$ cat src/design/best_fit_free_list_allocator_unit_defines.svh
// Assertion macros shared by the allocator RTL.
`ifndef BEST_FIT_FREE_LIST_ALLOCATOR_UNIT_DEFINES_SVH
`define BEST_FIT_FREE_LIST_ALLOCATOR_UNIT_DEFINES_SVH
`ifndef SYNTHESIS
// Same-cycle implication, checked on aclk outside reset.
`define BFA_ASSERT_IMPL(lbl, ante, cons) \
    lbl: assert property (@(posedge aclk) disable iff (!aresetn) (ante) |-> (cons)) \
        else $error("allocator check failed");
// Next-cycle implication, checked on aclk outside reset.
`define BFA_ASSERT_NEXT(lbl, ante, cons) \
    lbl: assert property (@(posedge aclk) disable iff (!aresetn) (ante) |=> (cons)) \
        else $error("allocator check failed");
`else
`define BFA_ASSERT_IMPL(lbl, ante, cons)
`define BFA_ASSERT_NEXT(lbl, ante, cons)
`endif
`endif

$ cat src/design/bfa_pkg.sv
// Shared types and constants of the best-fit free-list allocator.
package bfa_pkg;

    localparam int HEAP_START_RST = 2048;
    localparam int HEAP_END_RST   = 16384;
    localparam int ENTRIES_W      = 7;

    localparam logic [1:0] MODE_ALLOC  = 2'd0;
    localparam logic [1:0] MODE_FREE   = 2'd1;
    localparam logic [1:0] MODE_REINIT = 2'd2;

    localparam logic [1:0] ST_OK    = 2'd0;
    localparam logic [1:0] ST_NOFIT = 2'd1;
    localparam logic [1:0] ST_FULL  = 2'd2;

    localparam logic REG_HEAP_START = 1'b0;
    localparam logic REG_HEAP_END   = 1'b1;

    typedef enum logic [4:0] {
        DP_NOP,
        DP_BOOT,
        DP_LOAD,
        DP_REBUILD,
        DP_SCAN_INIT,
        DP_SCAN_RD,
        DP_SCAN_CMP,
        DP_NOFIT,
        DP_SHIFT_INIT,
        DP_SHIFT_RD,
        DP_SHIFT_WR,
        DP_APPEND,
        DP_FULL,
        DP_PUSH,
        DP_SORT_RDI,
        DP_SORT_LDI,
        DP_SORT_RDJ,
        DP_SORT_CMP,
        DP_SORT_WRI,
        DP_MRG_RD0,
        DP_MRG_LD0,
        DP_MRG_RDJ,
        DP_MRG_CMP,
        DP_MRG_FIN,
        DP_RESP
    } dp_op_t;

    typedef struct packed {
        dp_op_t op;
    } dp_cmd_t;

    typedef struct packed {
        logic [1:0] mode;
        logic       scan_done;
        logic       found;
        logic       i_last;
        logic       j_done;
        logic       full;
        logic       out_busy;
    } dp_status_t;

endpackage

$ cat src/design/bfa_ram.sv
// Generic simple dual-port RAM with registered read.
module bfa_ram #(
    parameter int WIDTH = 8,
    parameter int DEPTH = 64
) (
    input  logic                     aclk,
    input  logic                     we,
    input  logic [$clog2(DEPTH)-1:0] waddr,
    input  logic [WIDTH-1:0]         wdata,
    input  logic [$clog2(DEPTH)-1:0] raddr,
    output logic [WIDTH-1:0]         rdata
);

    logic [WIDTH-1:0] mem [DEPTH];

    always_ff @(posedge aclk) begin
        if (we) begin
            mem[waddr] <= wdata;
        end
        rdata <= mem[raddr];
    end

endmodule

$ cat src/design/bfa_ctrl.sv
// Sequencer that steps the datapath through allocate, free and reinit.
module bfa_ctrl import bfa_pkg::*; (
    input  logic       aclk,
    input  logic       aresetn,
    input  logic       s_tvalid,
    output logic       s_tready,
    input  dp_status_t stat,
    output dp_cmd_t    cmd
);

    typedef enum logic [21:0] {
        S_BOOT     = 22'd1 << 0,
        S_IDLE     = 22'd1 << 1,
        S_DECODE   = 22'd1 << 2,
        S_SCAN_RD  = 22'd1 << 3,
        S_SCAN_CMP = 22'd1 << 4,
        S_SHIFT_RD = 22'd1 << 5,
        S_SHIFT_WR = 22'd1 << 6,
        S_APPEND   = 22'd1 << 7,
        S_PUSH     = 22'd1 << 8,
        S_SORT_RDI = 22'd1 << 9,
        S_SORT_LDI = 22'd1 << 10,
        S_SORT_RDJ = 22'd1 << 11,
        S_SORT_CMP = 22'd1 << 12,
        S_SORT_WRI = 22'd1 << 13,
        S_MRG_RD0  = 22'd1 << 14,
        S_MRG_LD0  = 22'd1 << 15,
        S_MRG_RDJ  = 22'd1 << 16,
        S_MRG_CMP  = 22'd1 << 17,
        S_MRG_FIN  = 22'd1 << 18,
        S_REBUILD  = 22'd1 << 19,
        S_FINISH   = 22'd1 << 20,
        S_SPARE    = 22'd1 << 21
    } state_t;

    state_t state_reg, state_next;

    assign s_tready = (state_reg == S_IDLE);

    always_comb begin
        state_next = state_reg;
        cmd.op     = DP_NOP;
        case (state_reg)
            S_BOOT: begin
                cmd.op     = DP_BOOT;
                state_next = S_IDLE;
            end
            S_IDLE: begin
                if (s_tvalid) begin
                    cmd.op     = DP_LOAD;
                    state_next = S_DECODE;
                end
            end
            S_DECODE: begin
                case (stat.mode)
                    MODE_ALLOC: begin
                        cmd.op     = DP_SCAN_INIT;
                        state_next = S_SCAN_RD;
                    end
                    MODE_FREE: begin
                        if (stat.full) begin
                            cmd.op     = DP_FULL;
                            state_next = S_FINISH;
                        end else begin
                            state_next = S_PUSH;
                        end
                    end
                    MODE_REINIT: state_next = S_REBUILD;
                    default:     state_next = S_FINISH;
                endcase
            end
            S_SCAN_RD: begin
                if (!stat.scan_done) begin
                    cmd.op     = DP_SCAN_RD;
                    state_next = S_SCAN_CMP;
                end else if (stat.found) begin
                    cmd.op     = DP_SHIFT_INIT;
                    state_next = S_SHIFT_RD;
                end else begin
                    cmd.op     = DP_NOFIT;
                    state_next = S_FINISH;
                end
            end
            S_SCAN_CMP: begin
                cmd.op     = DP_SCAN_CMP;
                state_next = S_SCAN_RD;
            end
            S_SHIFT_RD: begin
                if (stat.i_last) begin
                    state_next = S_APPEND;
                end else begin
                    cmd.op     = DP_SHIFT_RD;
                    state_next = S_SHIFT_WR;
                end
            end
            S_SHIFT_WR: begin
                cmd.op     = DP_SHIFT_WR;
                state_next = S_SHIFT_RD;
            end
            S_APPEND: begin
                cmd.op     = DP_APPEND;
                state_next = S_FINISH;
            end
            S_PUSH: begin
                cmd.op     = DP_PUSH;
                state_next = S_SORT_RDI;
            end
            S_SORT_RDI: begin
                if (stat.i_last) begin
                    state_next = S_MRG_RD0;
                end else begin
                    cmd.op     = DP_SORT_RDI;
                    state_next = S_SORT_LDI;
                end
            end
            S_SORT_LDI: begin
                cmd.op     = DP_SORT_LDI;
                state_next = S_SORT_RDJ;
            end
            S_SORT_RDJ: begin
                if (stat.j_done) begin
                    state_next = S_SORT_WRI;
                end else begin
                    cmd.op     = DP_SORT_RDJ;
                    state_next = S_SORT_CMP;
                end
            end
            S_SORT_CMP: begin
                cmd.op     = DP_SORT_CMP;
                state_next = S_SORT_RDJ;
            end
            S_SORT_WRI: begin
                cmd.op     = DP_SORT_WRI;
                state_next = S_SORT_RDI;
            end
            S_MRG_RD0: begin
                cmd.op     = DP_MRG_RD0;
                state_next = S_MRG_LD0;
            end
            S_MRG_LD0: begin
                cmd.op     = DP_MRG_LD0;
                state_next = S_MRG_RDJ;
            end
            S_MRG_RDJ: begin
                if (stat.j_done) begin
                    state_next = S_MRG_FIN;
                end else begin
                    cmd.op     = DP_MRG_RDJ;
                    state_next = S_MRG_CMP;
                end
            end
            S_MRG_CMP: begin
                cmd.op     = DP_MRG_CMP;
                state_next = S_MRG_RDJ;
            end
            S_MRG_FIN: begin
                cmd.op     = DP_MRG_FIN;
                state_next = S_FINISH;
            end
            S_REBUILD: begin
                cmd.op     = DP_REBUILD;
                state_next = S_FINISH;
            end
            S_FINISH: begin
                if (!stat.out_busy) begin
                    cmd.op     = DP_RESP;
                    state_next = S_IDLE;
                end
            end
            default: state_next = S_IDLE;
        endcase
    end

    always_ff @(posedge aclk) begin
        if (!aresetn) begin
            state_reg <= S_BOOT;
        end else begin
            state_reg <= state_next;
        end
    end

endmodule

$ cat src/design/bfa_dpath.sv
// Extent list storage, counters, compare logic and result register.
module bfa_dpath import bfa_pkg::*; #(
    parameter int LIST_DEPTH = 64,
    parameter int ADDR_BITS  = 14
) (
    input  logic                 aclk,
    input  logic                 aresetn,
    input  logic                 cfg_we,
    input  logic                 cfg_addr,
    input  logic [ADDR_BITS:0]   cfg_wdata,
    input  logic [1:0]           in_mode,
    input  logic [ADDR_BITS:0]   in_req_size,
    input  logic [ADDR_BITS-1:0] in_free_start,
    input  dp_cmd_t              cmd,
    output dp_status_t           stat,
    input  logic                 m_tready,
    output logic                 m_tvalid,
    output logic [ADDR_BITS-1:0] out_alloc_addr,
    output logic [1:0]           out_status,
    output logic [ENTRIES_W-1:0] out_free_entries
);

    localparam int AW = (LIST_DEPTH > 1) ? $clog2(LIST_DEPTH) : 1;
    localparam int CW = $clog2(LIST_DEPTH + 1);
    localparam int SW = ADDR_BITS + 1;
    localparam int EW = ADDR_BITS + SW;

    logic [ADDR_BITS-1:0] hs_reg, hs_next;
    logic [SW-1:0]        he_reg, he_next;
    logic [CW-1:0]        cnt_reg, cnt_next;
    logic [CW-1:0]        i_reg, i_next, j_reg, j_next, w_reg, w_next;
    logic [CW-1:0]        best_idx_reg, best_idx_next;
    logic [1:0]           mode_reg, mode_next;
    logic [SW-1:0]        req_reg, req_next;
    logic [ADDR_BITS-1:0] fs_reg, fs_next;
    logic [SW-1:0]        best_size_reg, best_size_next;
    logic [ADDR_BITS-1:0] best_start_reg, best_start_next;
    logic                 found_reg, found_next;
    logic [ADDR_BITS-1:0] cur_start_reg, cur_start_next;
    logic [SW-1:0]        cur_size_reg, cur_size_next;
    logic [ADDR_BITS-1:0] res_addr_reg, res_addr_next;
    logic [1:0]           res_status_reg, res_status_next;
    logic                 valid_reg, valid_next;
    logic [ADDR_BITS-1:0] oaddr_reg, oaddr_next;
    logic [1:0]           ostat_reg, ostat_next;
    logic [ENTRIES_W-1:0] oent_reg, oent_next;

    logic                 we;
    logic [AW-1:0]        waddr, raddr;
    logic [EW-1:0]        wdata, rdata;
    logic [ADDR_BITS-1:0] rd_start;
    logic [SW-1:0]        rd_size;
    logic [SW:0]          end_addr;
    logic [SW:0]          size_sum;
    logic [CW-1:0]        cnt_dec;

    assign rd_start = rdata[ADDR_BITS-1:0];
    assign rd_size  = rdata[EW-1:ADDR_BITS];
    assign end_addr = {2'b00, cur_start_reg} + {1'b0, cur_size_reg};
    assign size_sum = {1'b0, cur_size_reg} + {1'b0, rd_size};
    assign cnt_dec  = cnt_reg - CW'(1);

    bfa_ram #(.WIDTH(EW), .DEPTH(LIST_DEPTH)) u_list (
        .aclk  (aclk),
        .we    (we),
        .waddr (waddr),
        .wdata (wdata),
        .raddr (raddr),
        .rdata (rdata)
    );

    always_comb begin
        stat.mode      = mode_reg;
        stat.scan_done = (i_reg >= cnt_reg);
        stat.found     = found_reg;
        stat.i_last    = ({1'b0, i_reg} + (CW+1)'(1)) >= {1'b0, cnt_reg};
        stat.j_done    = (j_reg >= cnt_reg);
        stat.full      = (cnt_reg >= CW'(LIST_DEPTH));
        stat.out_busy  = valid_reg && !m_tready;
    end

    always_comb begin
        hs_next         = hs_reg;
        he_next         = he_reg;
        cnt_next        = cnt_reg;
        i_next          = i_reg;
        j_next          = j_reg;
        w_next          = w_reg;
        best_idx_next   = best_idx_reg;
        mode_next       = mode_reg;
        req_next        = req_reg;
        fs_next         = fs_reg;
        best_size_next  = best_size_reg;
        best_start_next = best_start_reg;
        found_next      = found_reg;
        cur_start_next  = cur_start_reg;
        cur_size_next   = cur_size_reg;
        res_addr_next   = res_addr_reg;
        res_status_next = res_status_reg;
        valid_next      = valid_reg && !m_tready;
        oaddr_next      = oaddr_reg;
        ostat_next      = ostat_reg;
        oent_next       = oent_reg;
        we              = 1'b0;
        waddr           = '0;
        wdata           = {cur_size_reg, cur_start_reg};
        raddr           = i_reg[AW-1:0];

        if (cfg_we) begin
            if (cfg_addr == REG_HEAP_START) begin
                hs_next = cfg_wdata[ADDR_BITS-1:0];
            end else begin
                he_next = cfg_wdata;
            end
        end

        case (cmd.op)
            DP_BOOT: begin
                // Rebuild from the reset values, not from the live registers.
                we       = 1'b1;
                wdata    = {SW'(HEAP_END_RST) > {1'b0, ADDR_BITS'(HEAP_START_RST)} ?
                            SW'(HEAP_END_RST) - {1'b0, ADDR_BITS'(HEAP_START_RST)} :
                            SW'(0), ADDR_BITS'(HEAP_START_RST)};
                cnt_next = CW'(1);
            end
            DP_REBUILD: begin
                we       = 1'b1;
                wdata    = {he_reg > {1'b0, hs_reg} ? he_reg - {1'b0, hs_reg} : SW'(0),
                            hs_reg};
                cnt_next = CW'(1);
            end
            DP_LOAD: begin
                mode_next       = in_mode;
                req_next        = in_req_size;
                fs_next         = in_free_start;
                res_addr_next   = '0;
                res_status_next = ST_OK;
            end
            DP_SCAN_INIT: begin
                i_next         = '0;
                best_size_next = he_reg;
                found_next     = 1'b0;
            end
            DP_SCAN_RD: raddr = i_reg[AW-1:0];
            DP_SCAN_CMP: begin
                if (rd_size >= req_reg && rd_size < best_size_reg) begin
                    best_size_next  = rd_size;
                    best_start_next = rd_start;
                    best_idx_next   = i_reg;
                    found_next      = 1'b1;
                end
                i_next = i_reg + CW'(1);
            end
            DP_NOFIT:      res_status_next = ST_NOFIT;
            DP_SHIFT_INIT: i_next = best_idx_reg;
            DP_SHIFT_RD:   raddr = AW'(i_reg + CW'(1));
            DP_SHIFT_WR: begin
                we     = 1'b1;
                waddr  = i_reg[AW-1:0];
                wdata  = rdata;
                i_next = i_reg + CW'(1);
            end
            DP_APPEND: begin
                res_addr_next = best_start_reg;
                if (best_size_reg > req_reg) begin
                    we       = 1'b1;
                    waddr    = cnt_dec[AW-1:0];
                    wdata    = {best_size_reg - req_reg,
                                best_start_reg + req_reg[ADDR_BITS-1:0]};
                    cnt_next = cnt_reg;
                end else begin
                    cnt_next = cnt_dec;
                end
            end
            DP_FULL: res_status_next = ST_FULL;
            DP_PUSH: begin
                we       = 1'b1;
                waddr    = cnt_reg[AW-1:0];
                wdata    = {req_reg, fs_reg};
                cnt_next = cnt_reg + CW'(1);
                i_next   = '0;
            end
            DP_SORT_RDI: raddr = i_reg[AW-1:0];
            DP_SORT_LDI: begin
                cur_start_next = rd_start;
                cur_size_next  = rd_size;
                j_next         = i_reg + CW'(1);
            end
            DP_SORT_RDJ: raddr = j_reg[AW-1:0];
            DP_SORT_CMP: begin
                if (cur_start_reg > rd_start) begin
                    we             = 1'b1;
                    waddr          = j_reg[AW-1:0];
                    cur_start_next = rd_start;
                    cur_size_next  = rd_size;
                end
                j_next = j_reg + CW'(1);
            end
            DP_SORT_WRI: begin
                we     = 1'b1;
                waddr  = i_reg[AW-1:0];
                i_next = i_reg + CW'(1);
            end
            DP_MRG_RD0: raddr = '0;
            DP_MRG_LD0: begin
                cur_start_next = rd_start;
                cur_size_next  = rd_size;
                j_next         = CW'(1);
                w_next         = '0;
            end
            DP_MRG_RDJ: raddr = j_reg[AW-1:0];
            DP_MRG_CMP: begin
                if (end_addr == {2'b00, rd_start}) begin
                    // Touching neighbor folds in; the size saturates.
                    cur_size_next = size_sum[SW] ? {SW{1'b1}} : size_sum[SW-1:0];
                end else begin
                    we             = 1'b1;
                    waddr          = w_reg[AW-1:0];
                    w_next         = w_reg + CW'(1);
                    cur_start_next = rd_start;
                    cur_size_next  = rd_size;
                end
                j_next = j_reg + CW'(1);
            end
            DP_MRG_FIN: begin
                we       = 1'b1;
                waddr    = w_reg[AW-1:0];
                cnt_next = w_reg + CW'(1);
            end
            DP_RESP: begin
                valid_next = 1'b1;
                oaddr_next = res_addr_reg;
                ostat_next = res_status_reg;
                oent_next  = ENTRIES_W'(cnt_reg);
            end
            default: ;
        endcase
    end

    always_ff @(posedge aclk) begin
        if (!aresetn) begin
            hs_reg    <= ADDR_BITS'(HEAP_START_RST);
            he_reg    <= SW'(HEAP_END_RST);
            cnt_reg   <= CW'(1);
            valid_reg <= 1'b0;
            mode_reg  <= MODE_ALLOC;
        end else begin
            hs_reg    <= hs_next;
            he_reg    <= he_next;
            cnt_reg   <= cnt_next;
            valid_reg <= valid_next;
            mode_reg  <= mode_next;
        end
        i_reg          <= i_next;
        j_reg          <= j_next;
        w_reg          <= w_next;
        best_idx_reg   <= best_idx_next;
        req_reg        <= req_next;
        fs_reg         <= fs_next;
        best_size_reg  <= best_size_next;
        best_start_reg <= best_start_next;
        found_reg      <= found_next;
        cur_start_reg  <= cur_start_next;
        cur_size_reg   <= cur_size_next;
        res_addr_reg   <= res_addr_next;
        res_status_reg <= res_status_next;
        oaddr_reg      <= oaddr_next;
        ostat_reg      <= ostat_next;
        oent_reg       <= oent_next;
    end

    assign m_tvalid         = valid_reg;
    assign out_alloc_addr   = oaddr_reg;
    assign out_status       = ostat_reg;
    assign out_free_entries = oent_reg;

endmodule

$ cat src/design/best_fit_free_list_allocator_unit.sv
// Top level of the best-fit free-list allocator with coalescing.
//
// Requests arrive on the s_ stream: s_tuser carries the mode (allocate, free,
// reinitialize, or no operation) and s_tdata the size and the freed start.
// Every request yields exactly one response on the m_ stream: m_tuser holds
// the status and m_tdata the allocated start and the number of free extents.
// The user sets the heap bounds through the cfg_ write port while the block is
// idle; the block itself does not enforce this.
// One request is processed at a time. An allocate reads and compares each of
// the N extents, then shifts every entry behind the picked one down by one
// place. A free runs an exchange sort over the list held in a single-port-read
// RAM, followed by a merge pass. Reinitialize rewrites the list as one extent
// and a no-op only returns a response. The list RAM read is registered, so
// each entry step issues a read and then uses its data.
//
// After reset the block writes the initial extent in its boot state, then
// raises s_tready. A finished response sits in an output register; when the
// receiver stalls, the next request is still accepted and processed, and only
// its own response waits until the register drains.
`include "best_fit_free_list_allocator_unit_defines.svh"
module best_fit_free_list_allocator_unit import bfa_pkg::*; #(
    parameter int LIST_DEPTH = 64,
    parameter int ADDR_BITS  = 14
) (
    input  logic                 aclk,
    input  logic                 aresetn,
    // Configuration write port.
    input  logic                 cfg_we,
    input  logic                 cfg_addr,
    input  logic [ADDR_BITS:0]   cfg_wdata,
    // Request stream.
    input  logic                 s_tvalid,
    output logic                 s_tready,
    // tdata: req_size, free_start (lowest bits first), zero padded.
    input  logic [((2*ADDR_BITS+8)/8)*8-1:0] s_tdata,
    // tuser: mode.
    input  logic [1:0]           s_tuser,
    // Response stream.
    output logic                 m_tvalid,
    input  logic                 m_tready,
    // tdata: alloc_addr, free_entries (lowest bits first), zero padded.
    output logic [((ADDR_BITS+ENTRIES_W+7)/8)*8-1:0] m_tdata,
    // tuser: status.
    output logic [1:0]           m_tuser
);

    localparam int OW = ((ADDR_BITS + ENTRIES_W + 7) / 8) * 8;

    dp_cmd_t              cmd;
    dp_status_t           stat;
    logic [ADDR_BITS-1:0] alloc_addr;
    logic [ENTRIES_W-1:0] free_entries;

    // The controller only sequences; all list state lives in the datapath.
    bfa_ctrl u_ctrl (
        .aclk     (aclk),
        .aresetn  (aresetn),
        .s_tvalid (s_tvalid),
        .s_tready (s_tready),
        .stat     (stat),
        .cmd      (cmd)
    );

    bfa_dpath #(.LIST_DEPTH(LIST_DEPTH), .ADDR_BITS(ADDR_BITS)) u_dpath (
        .aclk             (aclk),
        .aresetn          (aresetn),
        .cfg_we           (cfg_we),
        .cfg_addr         (cfg_addr),
        .cfg_wdata        (cfg_wdata),
        .in_mode          (s_tuser),
        .in_req_size      (s_tdata[ADDR_BITS:0]),
        .in_free_start    (s_tdata[2*ADDR_BITS:ADDR_BITS+1]),
        .cmd              (cmd),
        .stat             (stat),
        .m_tready         (m_tready),
        .m_tvalid         (m_tvalid),
        .out_alloc_addr   (alloc_addr),
        .out_status       (m_tuser),
        .out_free_entries (free_entries)
    );

    assign m_tdata = OW'({free_entries, alloc_addr});

    // A failed allocate or a rejected free never reports an address.
    `BFA_ASSERT_IMPL(a_fail_no_addr, m_tvalid && m_tuser != ST_OK, alloc_addr == '0)
    // A rejected free only happens when the list is completely full.
    `BFA_ASSERT_IMPL(a_full_count, m_tvalid && m_tuser == ST_FULL,
                     free_entries == ENTRIES_W'(LIST_DEPTH))
    // Requests are taken one at a time: acceptance drops ready next cycle.
    `BFA_ASSERT_NEXT(a_one_at_a_time, s_tvalid && s_tready, !s_tready)

endmodule

$ cat config.mk
export PLATFORM = sky130hd
export DESIGN_NAME = best_fit_free_list_allocator_unit
export DESIGN_NICKNAME = d
export VERILOG_FILES = /design/src/design/bfa_pkg.sv /design/src/design/bfa_ram.sv /design/src/design/bfa_ctrl.sv /design/src/design/bfa_dpath.sv /design/src/design/best_fit_free_list_allocator_unit.sv
export VERILOG_INCLUDE_DIRS = /design/src /design/src/design
export SDC_FILE = /design/constraint.sdc
export NUM_CORES = 2
export LEC_CHECK = 0
export ABC_AREA = 0
export BUFFER_PORTS_ARGS = -buffer_cell sky130_fd_sc_hd__buf_2
export CAP_MARGIN = 20
export CORE_AREA = 4 4 567 401
export DETAILED_ROUTE_END_ITERATION = 8
export DIE_AREA = 0 0 571 405
export PLACE_DENSITY = 0.56
export SYNTH_ARGS = -nofsm -noshare
export SYNTH_HDL_FRONTEND = slang
export SYNTH_SLANG_ARGS = --single-unit
$ cat constraint.sdc
create_clock -name aclk -period 9.3 [get_ports aclk]
set_input_delay 1.395 -clock aclk [delete_from_list [all_inputs] [get_ports aclk]]
set_output_delay 1.395 -clock aclk [all_outputs]
set_load 0.005 [all_outputs]
==> results.md <==
- The flow ran to the end, and the final reports show no timing, DRC or antenna violations.
- The count of fill cells added during filler insertion is 19390.
- For this run, asynchronously set or reset flops after synthesis account for 0.
- In the routed layout, each cell is associated on average with a via count of 5.788.
- The overall routed net length is 262600 microns.
- The clock tree root buffer cell is sky130_fd_sc_hd__clkbuf_16.
- Traced cell by cell, the critical path runs through nor4_1 -> nand3_1 -> nor4_1 -> nand3_1 -> and2_1 -> o2111ai_1 -> and3_1 -> o21a_4 -> buf_4 -> buf_4 -> mux2_2 -> nand3_1 -> nand4_1 -> o31ai_1 -> o2111ai_1.
- The biggest area contributor in the post-synthesis netlist is sky130_fd_sc_hd__edfxtp_1.
- The clock insertion delay at the later pin of the skew report is 0.88 ns.
- The peak supply drop is 0.1563 mV.
- By area the synthesized netlist is led by sky130_fd_sc_hd__edfxtp_1, sky130_fd_sc_hd__mux2i_1, sky130_fd_sc_hd__nand2_1.
- Pin placement for this block handled 83 I/O pins.
- The placed instances occupy a cell area of approximately 0.094 sq mm.
- The area added between synthesis and finish is 13.30%.
- The die area is 0.2313 sq mm.
- The number of search-and-repair iterations in the first detailed-routing pass is 8.
- The critical path's slowest cell is sky130_fd_sc_hd__nor4_1.
- The per-instance average area after synthesis is roughly 15 sq um.
- In this run, the number of DRC markers left after iteration 0 of detailed routing was ~6400.
- The stage delay of the slowest cell on the critical path is 0.73 ns.
- After synthesis, the most frequently instantiated cells are sky130_fd_sc_hd__edfxtp_1, sky130_fd_sc_hd__mux2i_1, sky130_fd_sc_hd__nand2_1, sky130_fd_sc_hd__o22ai_1, sky130_fd_sc_hd__nor2_1.
- For the final routed database, the setup TNS stands at 0 ns.
- The worst-case setup slack after placement is approximately 1.9 ns.
- The mean routed wirelength per cell is 28.42 microns.
- The number of stages on the worst hold path is 0.
- The worst-case hold path end point is u_dpath.out_status[1].
- Of the post-synthesis cell area, the dominant cell type holds 0.6829.
- The CTS H-tree depth is 4.
- The total setup buffers inserted after CTS is 0.
- The post-cts repair resize count is 0.
- Setup repair after global routing left no endpoint under its margin.
- Measured in cells, the most critical reg-to-reg path has a length of 15.
- The number of endpoints with negative hold slack in the final report is 0.
- The most numerous cell in the Yosys netlist is sky130_fd_sc_hd__edfxtp_1.
- The highest achievable clock rate is 132.2 MHz.
- At the worst endpoint, the required time is a little under 10 ns.
- The smallest clock period supported by the final layout is computed as around 7.6 ns.
- The count of final max-slew check failures came to 0.
- Summed over all cells, the static leakage comes to 34.72 nW.
- The number of rows in the core area is 145.
- The buffers plus inverters on the worst setup path is 2.
- The worst setup path category is flop to flop.
- The number of antenna violations at the first check in global routing came to 7.
- The via count of the first global-routing pass was 50330.
- In the final layout, the share of cells above drive strength 1 is 0.1371.
- After layout, the design draws a total of 19.07 mW.
- The number of hold buffers added after CTS was 0.
- After synthesis the cells add up to 0.08842 sq mm.
- Setup slack on the critical path of the routed design comes to 1.736 ns.
- Synthesis inferred 2100 register bits.
- The CTS tree is built.
- The global-route wire length before repair is between 300000 and 400000 microns.
- The power per standard cell area is ~190 mW/mm^2.
- The number of distinct library cells after synthesis is 91.
- At the pin with the least slew margin, the transition time is 1.197 ns.
- The register-to-register path setup slack is 1.74 ns.
- The flip-flop count of the largest register, all copies and words added is between 1500 and 2000.
- The most instantiated flip-flop cell in the synthesis netlist is sky130_fd_sc_hd__edfxtp_1.
- The sequential share of the synthesized area is 0.7031.
- Counting flops with a built-in enable in the synthesized netlist gives 2011.
- During synthesis, Yosys emitted a total of 0 warnings.
- The worst register-to-register path ends at u_dpath.u_list.rdata[12].
- In this run the horizontal extent of the chip is 571 microns.
- For this run, design rule violations remaining after detail routing come to 0.
- In this run the critical register-to-register path is launched from u_ctrl.state_reg[12].
- The maximum root-to-sink buffer count is 4.
- Along the worst path, the maximum fanout reaches 34.
- The floorplan step defined a core boundary enclosing ~0.22 sq mm.
- The number of clock buffers added by TritonCTS is 203.
- Input and output buffers added on the ports amount to 76.
- The final layout net count is between 6000 and 7000.
- After clock tree synthesis, the clock-pin slew on the worst setup and hold paths is 0.06 ns.
- The cell with the most instances on the worst path is sky130_fd_sc_hd__nand3_1.
- Global routing finished with a remaining overflow of 0.
- In this design, the largest share of critical-path delay is due to simple AND/OR/NAND/NOR gates.
- For this block, the via count after detailed routing is approximately 53000.
- The weighted congestion reported at the end of routability-driven placement is between 0.9 and 1.
- STA classifies the critical path endpoint as a flop.
- The detail route stage leaves a number of antenna-violating nets equal to 0.
- Of the available clock period, the critical path in the final layout requires 0.8133.
- The synthesized netlist cell count is 5957.
- The die extent in y is 405 microns.
- The number of max-capacitance violations reported is 0.
- The launching element type of the critical path is a flop.
- The tightest min-delay check is of the flop to flop type.
- The final setup skew is 0.09214 ns.
- Entering global routing, the biggest net connects 111 pins.
- The initial standard-cell utilization of the core is 0.3985.
- The endpoint arrival time on the critical path is roughly 8.1 ns.
- The hold path startpoint is u_dpath.res_status_reg[1].
- Setup violations remaining at the end of the flow were counted as 0.
- The final cell area excluding filler cells is 0.1002 sq mm.
- Once detailed placement completed, the half-perimeter wirelength came to 160200 microns.
- Across every metal layer, demand over resource in global routing totals 0.2213.
- Measured against its own limit, the worst slew margin works out to 0.1983.
- The count of clock tree sinks is 2100.
==> per-stage QoR <==
step	cells	utilization	hold WS, ns
5_1_grt	9228	0.4514	0.4251
3_5_place_dp	8860	0.4221	0.4061
4_1_cts	9222	0.4510	0.4207
6_report	9238	0.4515	0.4188
2_1_floorplan	5959	-	0.4003
3_3_place_gp	8853	0.4216	0.4065
==> layout make-up <==
cell class | count | area, sq um | area share
sequential | 2100 | 62170 | 0.6205
multi-input combinational | 3393 | 25010 | 0.2496
clock buffer | 262 | 5448 | 0.05438
tap | 2940 | 3679 | 0.03672
timing repair buffer | 307 | 2415 | 0.02410
clock inverter | 100 | 967.2 | 0.009654
inverter | 126 | 473.0 | 0.004721
antenna | 10 | 25.02 | 0.0002498
==> layout by cell type, fill, tap and decap left out, types with 114 or more instances in the layout <==
master and count:
sky130_fd_sc_hd__and3_1 133, sky130_fd_sc_hd__buf_4 204, sky130_fd_sc_hd__clkbuf_16 208, sky130_fd_sc_hd__edfxtp_1 2011, sky130_fd_sc_hd__ha_1 141, sky130_fd_sc_hd__inv_1 126
sky130_fd_sc_hd__mux2_2 132, sky130_fd_sc_hd__mux2i_1 628, sky130_fd_sc_hd__nand2_1 573, sky130_fd_sc_hd__nand3_1 144, sky130_fd_sc_hd__nor2_1 114, sky130_fd_sc_hd__o22ai_1 232
==> worst max path at each step <==
stage,start,endpoint,slack [ns],cells after the start
after floorplan,m_tready,u_dpath.u_list.mem[0][23],1.73,11
after global placement,u_ctrl.state_reg[12],u_dpath.u_list.rdata[1],1.87,15
after detailed placement,u_ctrl.state_reg[12],u_dpath.u_list.rdata[1],1.87,15
after CTS,u_ctrl.state_reg[12],u_dpath.u_list.rdata[12],1.89,15
after global routing,u_ctrl.state_reg[12],u_dpath.u_list.rdata[12],1.43,15
final,u_ctrl.state_reg[12],u_dpath.u_list.rdata[12],1.74,15
==> layer usage <==
metal,vias to the layer above,wire [microns],global-route usage
met1,27240,123500,0.3441
met3,303,23960,0.05118
met4,0,5800,0.04990
met5,-,0,0
met2,2209,109300,0.3120
li1,23720,-,-
==> cells by family (layout without fill, tap and decap cells) <==
| kind of cell | after synthesis | after routing | synth area share |
|---|---|---|---|
| flip-flops | 2100 | 2100 | 0.7031 |
| AND/OR/NAND/NOR | 1445 | 1445 | 0.08005 |
| AO/OA/AOI/OAI | 949 | 949 | 0.07634 |
| multiplexers | 760 | 760 | 0.08790 |
| buffers and inverters | 466 | 795 | 0.02257 |
| adder cells (fa/ha/maj) | 146 | 146 | 0.02108 |
| XOR/XNOR | 90 | 90 | 0.008915 |
| other | 1 | 13 | 0.00004241 |
==> power by group <==
part           leakage (nW)  internal [mW]  switching, mW
Combinational          12.7          0.121          0.379
Clock                  3.10           4.56           3.58
Sequential             18.9           10.4         0.0336
Total                  34.7           15.1           3.99
No activity file was read; power rests on OpenSTA's default activity.
